[src/hw/rtl/rdc_pkg.sv]
// ----------------------------------------------------------------------------
// rdc_pkg
// Shared types, constants and the digit glyph table for the radix digit
// converter.
// ----------------------------------------------------------------------------
package rdc_pkg;

   localparam int VALUE_WIDTH = 64;
   localparam int MAX_DIGITS  = 64;
   localparam int STORE_DEPTH = 64;

   localparam int DIGIT_LIMIT = (MAX_DIGITS > STORE_DEPTH) ? STORE_DEPTH :
                                ((MAX_DIGITS < 1) ? 1 : MAX_DIGITS);
   localparam int ADDR_W      = $clog2(STORE_DEPTH);
   localparam int COUNT_W     = $clog2(STORE_DEPTH + 1);
   localparam int BIT_CNT_W   = $clog2(VALUE_WIDTH);

   localparam int RADIX_W     = 5;
   localparam int DIGIT_W     = 4;
   localparam int CHAR_W      = 7;

   localparam logic [RADIX_W-1:0] RADIX_MIN = RADIX_W'(2);
   localparam logic [RADIX_W-1:0] RADIX_MAX = RADIX_W'(16);

   localparam logic [CHAR_W-1:0] GLYPH_TABLE [16] = '{
      7'd48, 7'd49, 7'd50, 7'd51, 7'd52, 7'd53, 7'd54, 7'd55,
      7'd56, 7'd57, 7'd65, 7'd66, 7'd67, 7'd68, 7'd69, 7'd70
   };

   typedef struct packed {
      logic [63:0]        value;
      logic [RADIX_W-1:0] radix;
   } req_type;

   typedef struct packed {
      logic [CHAR_W-1:0] digit_char;
      logic              last_digit;
   } rsp_type;

   typedef struct packed {
      logic                   start;
      logic [VALUE_WIDTH-1:0] dividend;
      logic [RADIX_W-1:0]     radix;
   } div_ctl_type;

   typedef struct packed {
      logic                   busy;
      logic                   done;
      logic                   quot_nz;
      logic [DIGIT_W-1:0]     remainder;
      logic [VALUE_WIDTH-1:0] quotient;
   } div_sts_type;

endpackage

[src/hw/rtl/rdc_ram.sv]
// ----------------------------------------------------------------------------
// rdc_ram
// Generic simple dual-port RAM: one write port, one registered read port.
// ----------------------------------------------------------------------------
module rdc_ram #(
   parameter int WIDTH = 8,
   parameter int DEPTH = 64
) (
   input  logic                     clock,
   input  logic                     wr_en,
   input  logic [$clog2(DEPTH)-1:0] wr_addr,
   input  logic [WIDTH-1:0]         wr_data,
   input  logic                     rd_en,
   input  logic [$clog2(DEPTH)-1:0] rd_addr,
   output logic [WIDTH-1:0]         rd_data
);

   logic [WIDTH-1:0] mem [DEPTH];
   logic [WIDTH-1:0] rd_data_ff;

   always_ff @(posedge clock) begin
      if (wr_en) begin
         mem[wr_addr] <= wr_data;
      end
      if (rd_en) begin
         rd_data_ff <= mem[rd_addr];
      end
   end

   assign rd_data = rd_data_ff;

endmodule

[src/hw/rtl/rdc_divider.sv]
// ----------------------------------------------------------------------------
// rdc_divider
// Bit-serial restoring divider: one quotient bit per cycle, small radix
// divisor, narrow remainder.
// ----------------------------------------------------------------------------
module rdc_divider
   import rdc_pkg::*;
(
   input  logic        clock,
   input  logic        reset,
   input  div_ctl_type ctl,
   output div_sts_type sts
);

   logic                   busy_ff, busy_in;
   logic                   done_ff, done_in;
   logic                   nz_ff, nz_in;
   logic [BIT_CNT_W-1:0]   cnt_ff, cnt_in;
   logic [VALUE_WIDTH-1:0] quo_ff, quo_in;
   logic [DIGIT_W-1:0]     rem_ff, rem_in;
   logic [RADIX_W-1:0]     radix_ff, radix_in;

   logic [RADIX_W-1:0]     trial;
   logic [RADIX_W-1:0]     diff;
   logic                   ge;

   assign trial = {rem_ff, quo_ff[VALUE_WIDTH-1]};
   assign ge    = (trial >= radix_ff);
   assign diff  = trial - radix_ff;

   always_comb begin
      busy_in  = busy_ff;
      done_in  = 1'b0;
      nz_in    = nz_ff;
      cnt_in   = cnt_ff;
      quo_in   = quo_ff;
      rem_in   = rem_ff;
      radix_in = radix_ff;
      if (ctl.start && !busy_ff) begin
         busy_in  = 1'b1;
         nz_in    = 1'b0;
         cnt_in   = '0;
         quo_in   = ctl.dividend;
         rem_in   = '0;
         radix_in = ctl.radix;
      end else if (busy_ff) begin
         quo_in = {quo_ff[VALUE_WIDTH-2:0], ge};
         rem_in = ge ? diff[DIGIT_W-1:0] : trial[DIGIT_W-1:0];
         nz_in  = nz_ff | ge;
         cnt_in = cnt_ff + BIT_CNT_W'(1);
         if (cnt_ff == BIT_CNT_W'(VALUE_WIDTH - 1)) begin
            busy_in = 1'b0;
            done_in = 1'b1;
         end
      end
   end

   always_ff @(posedge clock) begin
      if (reset) begin
         busy_ff <= 1'b0;
         done_ff <= 1'b0;
      end else begin
         busy_ff <= busy_in;
         done_ff <= done_in;
      end
      nz_ff    <= nz_in;
      cnt_ff   <= cnt_in;
      quo_ff   <= quo_in;
      rem_ff   <= rem_in;
      radix_ff <= radix_in;
   end

   assign sts.busy      = busy_ff;
   assign sts.done      = done_ff;
   assign sts.quot_nz   = nz_ff;
   assign sts.remainder = rem_ff;
   assign sts.quotient  = quo_ff;

endmodule

[src/hw/rtl/radix_digit_converter_core.sv]
// ----------------------------------------------------------------------------
// radix_digit_converter_core
// Converts an unsigned value to uppercase ASCII digits in radix 2..16,
// most significant digit first, last digit flagged.
//
//  channel  | dir | handshake            | payload
//  req_     | in  | req_valid/req_ready  | req_data  (value, radix)
//  rsp_     | out | rsp_valid/rsp_ready  | rsp_data  (digit_char, last_digit)
//
// Each digit comes from the bit-serial divider; the digits are then read back
// from the digit store in turn through ST_READ, ST_LOAD and ST_OUT, where a
// digit waits in ST_OUT until the sink raises rsp_ready.
// One item at a time; req_ready is high only while idle.
// Synchronous active-high reset; the digit store is not cleared.
// ----------------------------------------------------------------------------
module radix_digit_converter_core
   import rdc_pkg::*;
(
   input  logic    clock,
   input  logic    reset,
   input  logic    req_valid,
   output logic    req_ready,
   input  req_type req_data,
   output logic    rsp_valid,
   input  logic    rsp_ready,
   output rsp_type rsp_data
);

   typedef enum logic [4:0] {
      ST_IDLE = 5'b00001,
      ST_DIV  = 5'b00010,
      ST_READ = 5'b00100,
      ST_LOAD = 5'b01000,
      ST_OUT  = 5'b10000
   } state_type;

   state_type          state_ff, state_in;
   logic [COUNT_W-1:0] count_ff, count_in;
   logic [ADDR_W-1:0]  idx_ff, idx_in;
   logic [RADIX_W-1:0] radix_ff, radix_in;
   rsp_type            rsp_ff, rsp_in;
   logic               rsp_valid_ff, rsp_valid_in;

   div_ctl_type        div_ctl;
   div_sts_type        div_sts;

   logic               wr_en;
   logic               rd_en;
   logic [DIGIT_W-1:0] rd_data;
   logic [RADIX_W-1:0] radix_clamped;
   logic               room;

   always_comb begin
      if (req_data.radix < RADIX_MIN) begin
         radix_clamped = RADIX_MIN;
      end else if (req_data.radix > RADIX_MAX) begin
         radix_clamped = RADIX_MAX;
      end else begin
         radix_clamped = req_data.radix;
      end
   end

   assign room = (count_ff < COUNT_W'(DIGIT_LIMIT));

   always_comb begin
      state_in         = state_ff;
      count_in         = count_ff;
      idx_in           = idx_ff;
      radix_in         = radix_ff;
      rsp_in           = rsp_ff;
      rsp_valid_in     = rsp_valid_ff;
      div_ctl.start    = 1'b0;
      div_ctl.dividend = div_sts.quotient;
      div_ctl.radix    = radix_ff;
      wr_en            = 1'b0;
      rd_en            = 1'b0;
      unique case (state_ff)
         ST_IDLE: begin
            if (req_valid) begin
               div_ctl.start    = 1'b1;
               div_ctl.dividend = req_data.value[VALUE_WIDTH-1:0];
               div_ctl.radix    = radix_clamped;
               radix_in         = radix_clamped;
               count_in         = '0;
               state_in         = ST_DIV;
            end
         end
         ST_DIV: begin
            if (div_sts.done) begin
               wr_en = room;
               if (room) begin
                  count_in = count_ff + COUNT_W'(1);
               end
               if (div_sts.quot_nz) begin
                  div_ctl.start = 1'b1;
               end else begin
                  idx_in   = ADDR_W'(count_in - COUNT_W'(1));
                  state_in = ST_READ;
               end
            end
         end
         ST_READ: begin
            rd_en    = 1'b1;
            state_in = ST_LOAD;
         end
         ST_LOAD: begin
            rsp_in.digit_char = GLYPH_TABLE[rd_data];
            rsp_in.last_digit = (idx_ff == '0);
            rsp_valid_in      = 1'b1;
            state_in          = ST_OUT;
         end
         ST_OUT: begin
            if (rsp_ready) begin
               rsp_valid_in = 1'b0;
               if (rsp_ff.last_digit) begin
                  state_in = ST_IDLE;
               end else begin
                  idx_in   = idx_ff - ADDR_W'(1);
                  state_in = ST_READ;
               end
            end
         end
         default: begin
            state_in = ST_IDLE;
         end
      endcase
   end

   always_ff @(posedge clock) begin
      if (reset) begin
         state_ff     <= ST_IDLE;
         count_ff     <= '0;
         rsp_valid_ff <= 1'b0;
      end else begin
         state_ff     <= state_in;
         count_ff     <= count_in;
         rsp_valid_ff <= rsp_valid_in;
      end
      idx_ff   <= idx_in;
      radix_ff <= radix_in;
      rsp_ff   <= rsp_in;
   end

   rdc_divider u_divider (
      .clock (clock),
      .reset (reset),
      .ctl   (div_ctl),
      .sts   (div_sts)
   );

   rdc_ram #(
      .WIDTH (DIGIT_W),
      .DEPTH (STORE_DEPTH)
   ) u_digit_store (
      .clock   (clock),
      .wr_en   (wr_en),
      .wr_addr (count_ff[ADDR_W-1:0]),
      .wr_data (div_sts.remainder),
      .rd_en   (rd_en),
      .rd_addr (idx_ff),
      .rd_data (rd_data)
   );

   assign req_ready = (state_ff == ST_IDLE);
   assign rsp_valid = rsp_valid_ff;
   assign rsp_data  = rsp_ff;

`ifndef SYNTH
   a_valid_in_out: assert property (@(posedge clock) disable iff (reset)
      rsp_valid_ff |-> (state_ff == ST_OUT))
      else $error("rsp_valid outside output state");

   a_idle_div_free: assert property (@(posedge clock) disable iff (reset)
      (state_ff == ST_IDLE) |-> !div_sts.busy)
      else $error("divider busy while idle");

   a_count_limit: assert property (@(posedge clock) disable iff (reset)
      count_ff <= COUNT_W'(DIGIT_LIMIT))
      else $error("digit count beyond limit");

   a_last_to_idle: assert property (@(posedge clock) disable iff (reset)
      (rsp_valid && rsp_ready && rsp_data.last_digit) |=> (state_ff == ST_IDLE))
      else $error("no return to idle after last digit");

   a_read_nonempty: assert property (@(posedge clock) disable iff (reset)
      (state_ff == ST_READ) |-> (count_ff != '0))
      else $error("digit read with empty store");
`endif

endmodule

[config.mk]
export PLATFORM = sky130hd
export DESIGN_NAME = radix_digit_converter_core
export DESIGN_NICKNAME = d
export VERILOG_FILES = /design/src/hw/rtl/rdc_pkg.sv /design/src/hw/rtl/rdc_ram.sv /design/src/hw/rtl/rdc_divider.sv /design/src/hw/rtl/radix_digit_converter_core.sv
export SDC_FILE = /design/constraint.sdc
export NUM_CORES = 1
export LEC_CHECK = 0
export ABC_AREA = 1
export BUFFER_PORTS_ARGS = -buffer_cell sky130_fd_sc_hd__buf_4
export CAP_MARGIN = 5
export CORE_ASPECT_RATIO = 1.2
export CORE_MARGIN = 5
export CORE_UTILIZATION = 31
export DETAILED_ROUTE_END_ITERATION = 8
export MAX_ROUTING_LAYER = met4
export SETUP_SLACK_MARGIN = 0.1
export SYNTH_ARGS = -nofsm -noshare
export SYNTH_HDL_FRONTEND = slang
export SYNTH_HIERARCHICAL = 1
export SYNTH_SLANG_ARGS = --single-unit
[constraint.sdc]
create_clock -name clock -period 7.3 [get_ports clock]
set_input_delay 1.46 -clock clock [delete_from_list [all_inputs] [get_ports clock]]
set_output_delay 1.46 -clock clock [all_outputs]
set_load 0.05 [all_outputs]
After elaboration in Yosys (flattened, before gate mapping)
Memories as Yosys holds them, arrays and structs flattened. A register that Yosys moved wholly into a read port is not among the register bits.
Index checks and enable logic that the tools add are counted.
- memories: 2
- memory bits (writable): 256
- output and inout port bits: 10
- bits of input ports: 73
- bits in registers: 107
- word-level logic and storage cells: 92
- ROM bits: 112
- add/subtract/negate cells: 5
- multiplexer cells: 38
- bitwise gates (word level): 3
- equal/unequal tests: 13
- reductions and logical operators: 14
- order comparisons: 4
- memory list (memory ; depth ; width ; read ports ; clocked after memory_dff ; wr ports ; RTL line ; source):
    u_digit_store.mem ; 64 ; 4 ; 1 ; 1 ; 1 ; rdc_ram.sv:18 ; logic [WIDTH-1:0] mem [DEPTH];
    (name not given) ; 16 ; 7 ; 1 ; 1 ; 0 ; radix_digit_converter_core.sv:107 ; rsp_in.digit_char = GLYPH_TABLE[rd_data];
- operator list (kind ; number):
    64-bit 2-to-1 mux ; 2
    70-bit 2-to-1 mux ; 1
    69-bit 2-to-1 mux ; 1
    7-bit 2-to-1 mux ; 5
    5-bit 2-to-1 mux ; 6
    5-bit case mux with 5 select lines ; 1
    6-bit 2-to-1 mux ; 4
    7-bit case mux with 2 select lines ; 1
    1-bit 2-to-1 mux ; 12
    2-bit != test (second input constant) ; 6
    6-bit case mux with 2 select lines ; 1
    6-bit by 1-bit subtractor with 6-bit output (second input constant) ; 2
    2-bit nonzero test ; 4
    7-bit by 1-bit adder with 7-bit output (second input constant) ; 1
    7-bit less-than comparator (second input constant) ; 1
    6-bit by 1-bit adder with 6-bit output (second input constant) ; 1
    6-bit == test (second input constant) ; 1
    6-bit logical NOT ; 1
    3-bit AND reduction ; 2
    5-bit by 1-bit == test with 1-bit output (second input constant) ; 1
    5-bit by 2-bit == test with 1-bit output (second input constant) ; 1
    5-bit by 3-bit == test with 1-bit output (second input constant) ; 1
    5-bit by 4-bit == test with 1-bit output (second input constant) ; 1
    5-bit == test (second input constant) ; 1
    other kinds (17) ; 19

Logic depth before layout (Yosys ltp)
Gate-level depths: netlist of the first run.
- depth after elaboration: 8
- gate-level depth with buffers: 14
- depth with buffers taken out: 11

By module
The synthesis of the first run kept the hierarchy.
- by module, submodules not included (module ; cells each ; sequential area each (um^2) ; area each (um^2) ; instances):
    rdc_ram ; 948 ; 7807.5 ; 10921.7 ; 1
    rdc_divider ; 383 ; 2332.2 ; 3626.0 ; 1
    radix_digit_converter_core ; 428 ; 800.8 ; 2508.7 ; 1

Worst setup path after synthesis of the first run
OpenSTA, ideal clock, no wires.
- kind: input to register
- from: input port req_valid
- to: register u_divider.quo_ff[0], enable pin
- arrival: 3.346 ns
- required time: 6.882 ns
- cell stages on the path: 7
- path buffers: 1
- setup time: 0.418 ns
- slack: 3.536 ns
- cells stage by stage: inv_1 > nor2_4 > inv_2 > buf_2 > nand2_1 > nor2_1 > inv_1
- RTL lines (item ; RTL line ; source):
    start: declaration ; radix_digit_converter_core.sv:21 ; input logic req_valid,
    end signal: assignment ; rdc_divider.sv:68 ; quo_ff <= quo_in;
    end: declaration ; rdc_divider.sv:19 ; logic [VALUE_WIDTH-1:0] quo_ff, quo_in;

Final worst setup path of the first run
- from: register state_ff[2]
- to: memory u_digit_store/mem[18][3] (netlist name), enable pin
- longest elaborated chain between the ends: 4
- RTL lines (item ; RTL line ; source):
    start: declaration ; radix_digit_converter_core.sv:37 ; state_type state_ff, state_in;
    start signal: assignment ; radix_digit_converter_core.sv:135 ; state_ff <= state_in;
    5-bit by 2-bit == test with 1-bit output ; radix_digit_converter_core.sv:77 ; unique case (state_ff)
    1-bit 2-to-1 mux ; radix_digit_converter_core.sv:77 ;
    via wr_en ; radix_digit_converter_core.sv:47 ; logic wr_en;
    1-bit 2-to-1 mux ; rdc_ram.sv:22 ; if (wr_en) begin
    1-bit 2-to-1 mux (implied by the code) ; rdc_ram.sv:23 ; mem[wr_addr] <= wr_data;
    end: declaration ; rdc_ram.sv:18 ;
The timed path passes the listed nets, and every way through them passes these cells.

==> run summary, run 1 <==
The tools report the final number of hold-violating endpoints as 0. Entering global routing, the biggest net connects 83 pins. For the number of global-route vias before repair, the log shows 11.8k. Across the VDD grid, the largest voltage drop is 229 µV. The total global routing track utilization is 13.3%, and the ratio of total power to cell area is 279 nW/µm². TritonCTS built the clock tree. At the end of the flow, the number of nets in the layout was 1,883.

Worst reg2reg path depth: 5. The detailed placer's ending HPWL came out at 24.2 mm. Traced cell by cell, the critical path runs through nor2_4, nand4_1, nor3_1, nand4_1, nor2_1.

For the overflow left after global routing, the log shows 0. Among the stages of the critical path, the cell type that occurs most often is nand4_1. Averaged over all synthesized cells, the footprint is 9.70 µm².

The worst register-to-register path begins at state_ff[2]. For the worst setup path, the data required time is 7.48 ns. After floorplanning, the core was sized to cover 54,700 µm².

The final worst-path setup slack is 3.94 ns, and the depth of the worst hold-timing path is 2. STA puts the critical path data arrival time at 3.54 ns. The stage delay of the slowest cell on the critical path is 0.87 ns, and the worst slew margin relative to its limit is 19.1%. The count of buffers added on input and output ports is 82.

The tool flagged a number of max-cap violations equal to 0. The number of nets in the synthesized netlist is 1,842. Clock-pin slew was measured on the worst setup and hold paths at 0.06 ns. The tools report the start point of the worst hold path as rsp_valid. The number of buffers inserted during clock tree synthesis is 38, and the number of instances in the synthesized netlist is 1,758. Type of origin of the critical path: a flop. In this run the worst path has a maximum fanout of 9. By startpoint and endpoint, the worst setup path is classified as flop to flop.

Pin placement for this block handled 83 I/O pins. For the pin with the worst max-slew slack, the measured transition is 1.21 ns. Time the worst path needs with I/O delays and setup: 3.36 ns. The number of buffers and inverters on the critical path was 0.

The final critical path takes up 46.1% of the cycle. STA classifies the critical path endpoint as a flop. The share of layout cells above drive strength 1 is 9.02%, and the count of TritonRoute iterations in the first routing pass is 6. The via density per instance came out at 4.80.

The die boundary height is 267 µm, and the number of antenna diodes is 0. Initial core utilization: 31.2%. The floorplan step set the die width to 224 µm. The class of the tightest hold or removal check was flop to flop. The cell with the largest stage delay on the worst path is nand4_1.

The number of cells after detailed placement is 2,479. The critical register-to-register path endpoint is u_digit_store/mem[18][3]. The number of sinks handled by clock tree synthesis was 373; the placement row count was 94. The run gives 0 ns as the total negative setup slack.

Final max-slew violation count: 0. The number of synthesis warnings was 6. For hold timing, the worst endpoint is rsp_valid. Setup violations remaining at the end of the flow were counted as 0.

The H-tree generated during clock tree synthesis spans 2 levels. Derived from the worst setup path, the maximum achievable clock frequency is 297 MHz. In this run the cell area of the synthesized design comes to 17,000 µm². Once layout is complete, the cells apart from fillers number 2,549.

For this block, the via count after detailed routing is 12.2k. The relative area change from synthesis to final layout works out to 12.7%. For the weighted congestion at the end of routability-driven global placement, the log shows 0.823. Setup slack on the worst reg-to-reg path comes out at 3.94 ns.

In the routed design, unresolved DRC markers number 0. Clock latency on the worst-skew pair, taken at its later pin, is 0.55 ns. The setup fix buffers added after clock tree synthesis is 0.

The run finished with clean final reports. The final clock skew was 0.0256 ns; the count of cells resized by post-cts repair was 0. The tools report the die area as 59,800 µm².

The worst slack at placement was 3.94 ns; the number of antenna violations at the first check in global routing was 0. Hold buffer count at cts: 0. Grouping stages by cell kind, the critical path spends the most delay in simple AND/OR/NAND/NOR gates. The average wire length per cell after detail routing came out at 15.8 µm. Setup repair after global routing left no endpoint under its margin.

The number of nets with antenna violations after detailed routing is 0, and the wire length of the first global-routing pass is 62.5 mm. Leakage power: 7.62 nW. The routed design has 40.3 mm of wire. Overall power consumption after layout is estimated at 5.36 mW. The detailed router finished its first iteration with 876 violations. The clock passes through at most 3 buffers. The library cell used as clock root buffer was clkbuf_16.
layout by cell type, fill, tap and decap left out, drive strengths merged, types with 2 or more instances in the layout:
cell type	count
a21oi	19
a31oi	2
buf	92
clkbuf	49
clkinv	16
clkinvlp	2
dfxtp	26
edfxtp	347
ha	10
inv	71
nand2	789
nand3	250
nand4	16
nor2	93
nor3	14
nor4	9
o21ai	14
xnor2	2
xor2	2
power breakdown:
part	switching (mW)	internal, mW	total, mW
Combinational	0.375	0.198	0.573
Sequential	0.261	2.68	2.94
Clock	0.814	1.04	1.85
Total	1.45	3.91	5.36
per-stage QoR:
step           area [µm²]  hold WS, ns  util, %
4_1_cts             19200        0.486     35.1
5_1_grt             19200        0.525     35.1
6_report            19200        0.480     35.1
2_1_floorplan       17000        0.438        -
3_3_place_gp        18000        0.466     33.0
3_5_place_dp        18000        0.477     33.0
sequential cells by signal, summed over array words and instances, names as in the netlist:
| register | count |
|---|---|
| count_ff | 7 |
| idx_ff | 6 |
| radix_ff | 5 |
| rsp_data | 7 |
| rsp_valid | 1 |
| state_ff | 5 |
| u_digit_store/mem | 256 |
| u_digit_store/rd_data | 4 |
| u_divider/busy_ff | 1 |
| u_divider/cnt_ff | 6 |
| u_divider/done_ff | 1 |
| u_divider/nz_ff | 1 |
| u_divider/quo_ff | 64 |
| u_divider/radix_ff | 5 |
| u_divider/rem_ff | 4 |
layout make-up:
| cell class | count | area [µm²] |
|---|---|---|
| inverters | 69 | 260 |
| clock inverters | 21 | 151 |
| repair buffers | 92 | 691 |
| fillers | 5466 | 35500 |
| well taps | 720 | 901 |
| flip-flops and latches | 373 | 11000 |
| clock buffers | 49 | 1020 |
| multi-input cells | 1225 | 5230 |
metal layers:
layer / GRT usage, % / part of all wire [%]
met1: 16.2 / 42
met2: 23.3 / 50
met3: 2.01 / 5.6
met4: 3.38 / 2.2
met5: - / 0
worst max-delay path by stage:
stage                start                        to  slack (ns)  depth (start not counted)
6_report       state_ff[2]  u_digit_store/mem[18][3]        3.94                          5
5_1_grt        state_ff[2]  u_digit_store/mem[61][2]        3.71                          5
4_1_cts        state_ff[2]  u_digit_store/mem[13][3]        3.96                          5
3_5_place_dp     req_valid       u_divider/quo_ff[0]        3.94                          9
3_3_place_gp     req_valid       u_divider/quo_ff[0]        3.93                          9
2_1_floorplan    req_valid       u_divider/quo_ff[0]        3.54                          7
worst min-delay path: cells and delay by family (launching register included):
kind	cells	cell delay [ns]
flip-flops	1	0.31
AO/OA/AOI/OAI	2	0.12
Note: power is estimated with default switching activity, not from simulation.
==> inputs of run 2 (changes only) <==
==> constraint.sdc (replaced) <==
create_clock -name clock -period 2.7 [get_ports clock]
set_input_delay 0.54 -clock clock [delete_from_list [all_inputs] [get_ports clock]]
set_output_delay 0.54 -clock clock [all_outputs]
set_load 0.05 [all_outputs]
==> run summary, run 2 (synthesis results as in run 1) <==
The run gives 0 (unchanged) as the hold buffer count at cts. The logs give 0.829 (+0.77%) for the weighted congestion at the end of routability-driven global placement and 12.2k (-0.47%) for the total via count after detailed routing. The die area is 59,800 µm² (unchanged). The run gives 0.0389 ns (+0.0132 ns) as the final clock skew. In the final layout, the registers with the most flip-flops are u_digit_store/mem (256), u_divider/quo_ff (64).

The tools report the peak supply drop as 578 µV (+150%). The number of nets with antenna violations after detailed routing is 0 (unchanged). The class of the tightest hold or removal check was input pin to flop.

The total negative setup slack is 0 ns (unchanged), and the area taken by multi-input logic gates is 5240 µm² (+0.26%). The final period utilization is 88.6% (+43 points), and the worst slew margin relative to its limit is 47.6% (+28 points). The clock-pin slew reported for the worst setup and hold paths after clock tree synthesis is 0.06 ns (about the same), and the port buffer count is 82 (unchanged).

The stage delay of the slowest cell on the critical path came out at 0.33 ns (-0.54 ns). The run gives 12.0k (+1.2%) as the number of global-route vias before repair. The most common library cell in the layout ignoring fill and taps was nand2_1. The largest net degree at the start of global routing came out at 131 (+58%).

The I/O pin count is 83 (unchanged). For the number of antenna violations at the first check in global routing, the log shows 0 (unchanged). The share of layout cells above drive strength 1 is 10.5% (+1.5 points).

More flip-flops sit in one register than any other, and that register is u_digit_store/mem. The ratio of total power to cell area was 739 nW/µm² (+160%); the relative area change from synthesis to final layout was 14.4%. The flip-flop count of the largest register after layout is 256 (unchanged). The tools report the clock latency reported for the late side of the worst-skew pair as 0.53 ns (-0.02 ns). The final max-slew violation count is 0 (unchanged). The run gives 24.7 mm (+2.2%) as the detailed placer's ending HPWL.

The die boundary height is 267 µm (unchanged). The time the worst path needs with I/O delays and setup was 2.39 ns (-0.971 ns); the chip width was 224 µm (unchanged). The tools report the count of filler cells inserted in the layout as 5,476 (+0.18%). The critical path class is flop to flop. The wire length of the first global-routing pass was 63.0 mm (+0.83%). The tools report the type of origin of the critical path as a flop. The tools report the number of sinks handled by clock tree synthesis as 373 (unchanged). The critical path's most frequent cell is buf_4. The data required time at the worst endpoint is 2.86 ns (-4.62 ns), and the area of the core is 54,700 µm² (unchanged). The maximum level of the CTS H-tree is 2 (unchanged), and the leakage power is 7.78 nW (+2.1%).

The final net count was 1,916 (+1.8%). The DRC violation count after routing came out at 0 (unchanged). The buffer levels on the longest clock path is 3 (unchanged), and the via density per instance is 4.72 (-1.6%). The total global routing track utilization was 13.4% (+0.047 points).

The number of buffers inserted during clock tree synthesis was 38 (unchanged); the count of endpoints failing setup in the final report was 0 (unchanged). The final number of hold-violating endpoints is 0 (unchanged), and the data arrival time of the critical path is 2.55 ns (-0.99 ns). The routed wire length is 40.0 mm (-0.78%). The number of violations of the max-capacitance limit is 0 (unchanged). The library cells used most frequently in the layout, excluding fill and tap cells, are nand2_1, edfxtp_1, nand3_1. For the initial core utilization, the log shows 31.2% (unchanged).

The tools report the starting DRC count in detailed routing as 1,022 (+17%). The worst register-to-register path begins at state_ff[2]. Walking the worst path, the cells encountered are nor2_4, nand4_1, buf_4, nor3_1, buf_4, nand4_1, buf_4, nor2_1. Start point of the worst hold path: req_data[4].

Launch point of the worst path: state_ff[2]. STA classifies the critical path endpoint as a flop. The placement row count was 94 (unchanged).

The final worst-path setup slack is 0.309 ns (-3.63 ns), and the flip-flop and latch area is 10,900 µm² (about the same). Top fanout value on the critical path: 8 (-1). The overflow left after global routing came out at 0 (unchanged).

The tools report the worst slack at placement as 0.227 ns (-3.72 ns). The run finished with clean final reports. The number of antenna diodes is 0 (unchanged), and the maximum clock rate is 418 MHz (+41%).

The average wire length per cell after detail routing came out at 15.5 µm (-1.9%). Setup repair after global routing left no endpoint under its margin. The slew at the pin closest to its max-slew limit works out to 0.787 ns (-0.426 ns). The library cell used as clock root buffer is clkbuf_16. The count of TritonRoute iterations in the first routing pass was 7 (+1). TritonCTS built the clock tree.

The cell with the largest stage delay on the worst path was dfxtp_1.
-- run 2: critical path: cells and delay by family (launching register included) --
kind          cells  cell delay (ns)
simple gates      5             1.05
flops             1             0.33
buf+inv           3             0.64
-- run 2: final cells by class --
type,count,share of cell area (%)
multi-input cells,1225,26.9
repair buffers,125,5.15
clock buffers,45,5.01
well taps,720,4.62
clock inverters,22,0.853
inverters,69,1.37
flip-flops and latches,373,56.1
-- run 2: per-stage QoR --
step | total power [mW] | area (µm²) | std cells | hold slack, ns | util, %
2_1_floorplan | 8.93 | 17100 | 1758 | 0.438 | -
3_3_place_gp | 9.64 | 18300 | 2509 | 0.466 | 33.5
3_5_place_dp | 9.67 | 18300 | 2509 | 0.469 | 33.5
4_1_cts | 14.6 | 19500 | 2576 | 0.200 | 35.6
5_1_grt | 15.1 | 19500 | 2579 | 0.218 | 35.7
6_report | 14.4 | 19500 | 2579 | 0.223 | 35.7
-- run 2: what timing repair did --
| action | 4_1_cts | 5_1_grt |
|---|---|---|
| buffers inserted | 0 | 3 |
| gates resized for setup | 0 | 4 |
| setup endpoints to repair | 0 | 83 |
-- run 2: worst paths after layout --
kind / end / slack, ns / cells after the start
worst max register to register: u_digit_store/mem[36][2] / 0.31 / 8
worst max-delay path: u_digit_store/mem[36][2] / 0.31 / 8
worst min register to register: rsp_valid / 0.50 / 2
worst min-delay path: radix_ff[4] / 0.22 / 1
-- run 2: power breakdown --
part | internal (mW) | switching (mW) | total (mW)
clock | 2.78 | 2.11 | 4.89
sequential | 7.23 | 0.218 | 7.45
combinational | 0.579 | 1.49 | 2.07
total | 10.6 | 3.82 | 14.4
-- run 2: per-layer routing --
layer	vias to the layer above	global-route usage, %	part of all wire (%)
li1	6029	-	-
met1	5791	16.7	43
met2	305	23.4	51
met3	50	1.74	5.1
met4	0	2.88	1.6
met5	-	-	0
==> inputs of run 3 (changes only) <==
--- a/config.mk
+++ b/config.mk
@@ -10,7 +10,7 @@
 export CAP_MARGIN = 5
 export CORE_ASPECT_RATIO = 1.2
 export CORE_MARGIN = 5
-export CORE_UTILIZATION = 31
+export CORE_UTILIZATION = 35
 export DETAILED_ROUTE_END_ITERATION = 8
 export MAX_ROUTING_LAYER = met4
 export SETUP_SLACK_MARGIN = 0.1
==> run summary, run 3 (synthesis results as in run 1) <==
The logs give 2,418 (-3.6%) for the number of cells after detailed placement and 48.3% (+0.73 points) for the worst slew margin relative to its limit. The tools report the count of filler cells inserted in the layout as 4,683 (-14%). The run gives 2.95 ns (+0.09 ns) as the data required time at the worst endpoint. Total global routing track utilization: 14.9% (+1.6 points). The wire length of the first global-routing pass was 62.6 mm (-0.70%); the detailed placer's ending HPWL was 24.5 mm (-0.99%). The area of the core was 48,100 µm² (-12%). The slowest stage of the critical path is the nor4_1 cell. The chip width is 211 µm (-5.6%).

The die boundary height was 252 µm (-5.7%). For the die area, the log shows 53,200 µm² (-11%). The relative area change from synthesis to final layout is 13.4%, and the top fanout value on the critical path is 8 (unchanged). For the worst slack at placement, the log shows 0.252 ns (+0.0247 ns). The run gives 1,910 (-0.31%) as the final net count. Time the worst path needs with I/O delays and setup: 2.50 ns (+0.104 ns). The total negative setup slack is 0 ns (unchanged).

The stage delay of the slowest cell on the critical path works out to 0.39 ns (+0.06 ns). Traced cell by cell, the critical path runs through nor2_4, nand4_1, nor3_1, buf_4, nand4_1, nor4_1, buf_4. The number of sinks handled by clock tree synthesis is 373 (unchanged), and the total via count after detailed routing is 12.2k (+0.49%).

The logs give 0 (unchanged) for the number of nets with antenna violations after detailed routing and 0 (unchanged) for the number of antenna diodes. The logs give 39.4 mm (-1.5%) for the routed wire length and 0 (unchanged) for the number of antenna violations at the first check in global routing. The count of cells resized by post-cts repair is 0 (unchanged).

The logs give 2 (unchanged) for the maximum level of the CTS H-tree and 0 (unchanged) for the setup fix buffers added after clock tree synthesis. The port buffer count came out at 82 (unchanged). The library cells used most frequently in the layout, excluding fill and tap cells, are nand2_1, edfxtp_1, nand3_1. Final worst-path setup slack: 0.204 ns (-0.104 ns). The clock latency reported for the late side of the worst-skew pair is 0.54 ns (about the same). The min-delay analysis places its worst path in the category input pin to flop. The logs give 0.0302 ns (-0.00864 ns) for the final clock skew and 0 (unchanged) for the DRC violation count after routing.

The critical path class is flop to flop. The count of TritonRoute iterations in the first routing pass was 5 (-2). Average wire length per cell after detail routing: 15.9 µm (+2.4%). The leakage power was 7.76 nW (-0.28%); the clock-pin slew reported for the worst setup and hold paths after clock tree synthesis was 0.07 ns (about the same). The flow ran to the end, and the final reports show no timing, DRC or antenna violations. The critical path's top delay family was simple AND/OR/NAND/NOR gates. TritonCTS built the clock tree. In the final layout, the registers with the most flip-flops are u_digit_store/mem (256), u_divider/quo_ff (64). The final max-slew violation count was 0 (unchanged); the data arrival time of the critical path was 2.75 ns (+0.20 ns).

The initial core utilization was 35.4% (+4.3 points). The type of origin of the critical path was a flop. The logs give 0 (unchanged) for the hold buffer count at cts and 131 (unchanged) for the largest net degree at the start of global routing. The run gives 12.0k (+0.11%) as the number of global-route vias before repair. The final period utilization came out at 92.4% (+3.9 points). Setup repair after global routing could not meet its margin everywhere. The logs give 0 (unchanged) for the number of violations of the max-capacitance limit and 3 (unchanged) for the buffer levels on the longest clock path. The most common library cell in the layout ignoring fill and taps is nand2_1. The logs give 0 (unchanged) for the count of endpoints failing setup in the final report and 0 (unchanged) for the final number of hold-violating endpoints. The worst setup path is captured at a flop.

The most flop-heavy register was u_digit_store/mem. The weighted congestion at the end of routability-driven global placement is 0.833 (+0.47%). The run gives 88 (-6.4%) as the placement row count. Share of layout cells above drive strength 1: 10.5% (-0.057 points). The starting DRC count in detailed routing was 771 (-25%); the slew at the pin closest to its max-slew limit was 0.776 ns (-0.0110 ns). The number of buffers and inverters on the critical path is 2 (-1), and the maximum clock rate is 401 MHz (-4.2%). The tools report the overflow left after global routing as 0 (unchanged).

The library cell used as clock root buffer was clkbuf_16. The peak supply drop came out at 445 µV (-23%). The flip-flop count of the largest register after layout is 256 (unchanged).

For the I/O pin count, the log shows 83 (unchanged). Number of buffers inserted during clock tree synthesis: 36 (-5.3%). The via density per instance is 4.93 (+4.5%), and the final standard cell count with taps included and fillers excluded is 2,480 (-3.8%). The ratio of total power to cell area is 748 nW/µm² (+1.3%).
-- run 3: through the flow --
step           hold slack (ns)  util [%]  power [mW]  area [µm²]
4_1_cts                  0.198      40.2        14.6       19300
2_1_floorplan            0.438         -        8.93       17100
5_1_grt                  0.207      40.2        15.2       19300
3_3_place_gp             0.465      37.8        9.66       18200
3_5_place_dp             0.485      37.8        9.69       18200
6_report                 0.217      40.2        14.5       19300
-- run 3: where the power goes --
part           switching (mW)  internal (mW)
clock network            2.12           2.82
registers               0.233           7.23
logic                    1.49          0.584
-- run 3: cell type report --
class                           instances  area [µm²]  area share (%)
Clock inverter                         18         193           0.997
Multi-Input combinational cell       1225        5230            27.1
Sequential cell                       373       10900            56.6
Timing Repair Buffer                  121         958            4.96
Clock buffer                           44         952            4.92
Tap cell                              630         788            4.08
Inverter                               69         264            1.37
-- run 3: final timing paths --
path | slack, ns | end | cells after the start | from
setup / recovery | 0.20 | u_digit_store/mem[54][0] | 7 | state_ff[2]
hold / removal | 0.22 | radix_ff[4] | 1 | req_data[4]
setup reg to reg | 0.20 | u_digit_store/mem[54][0] | 7 | state_ff[2]
hold reg to reg | 0.49 | u_divider/done_ff | 2 | u_divider/cnt_ff[5]
-- run 3: per-layer routing --
metal  share of wire, %  vias up  track usage (%)
met5                  0        -                -
met4                3.4        0             5.36
met3                5.2       91             2.49
met2                 48      343             24.6
met1                 43     5780             18.7
li1                   -     6021                -
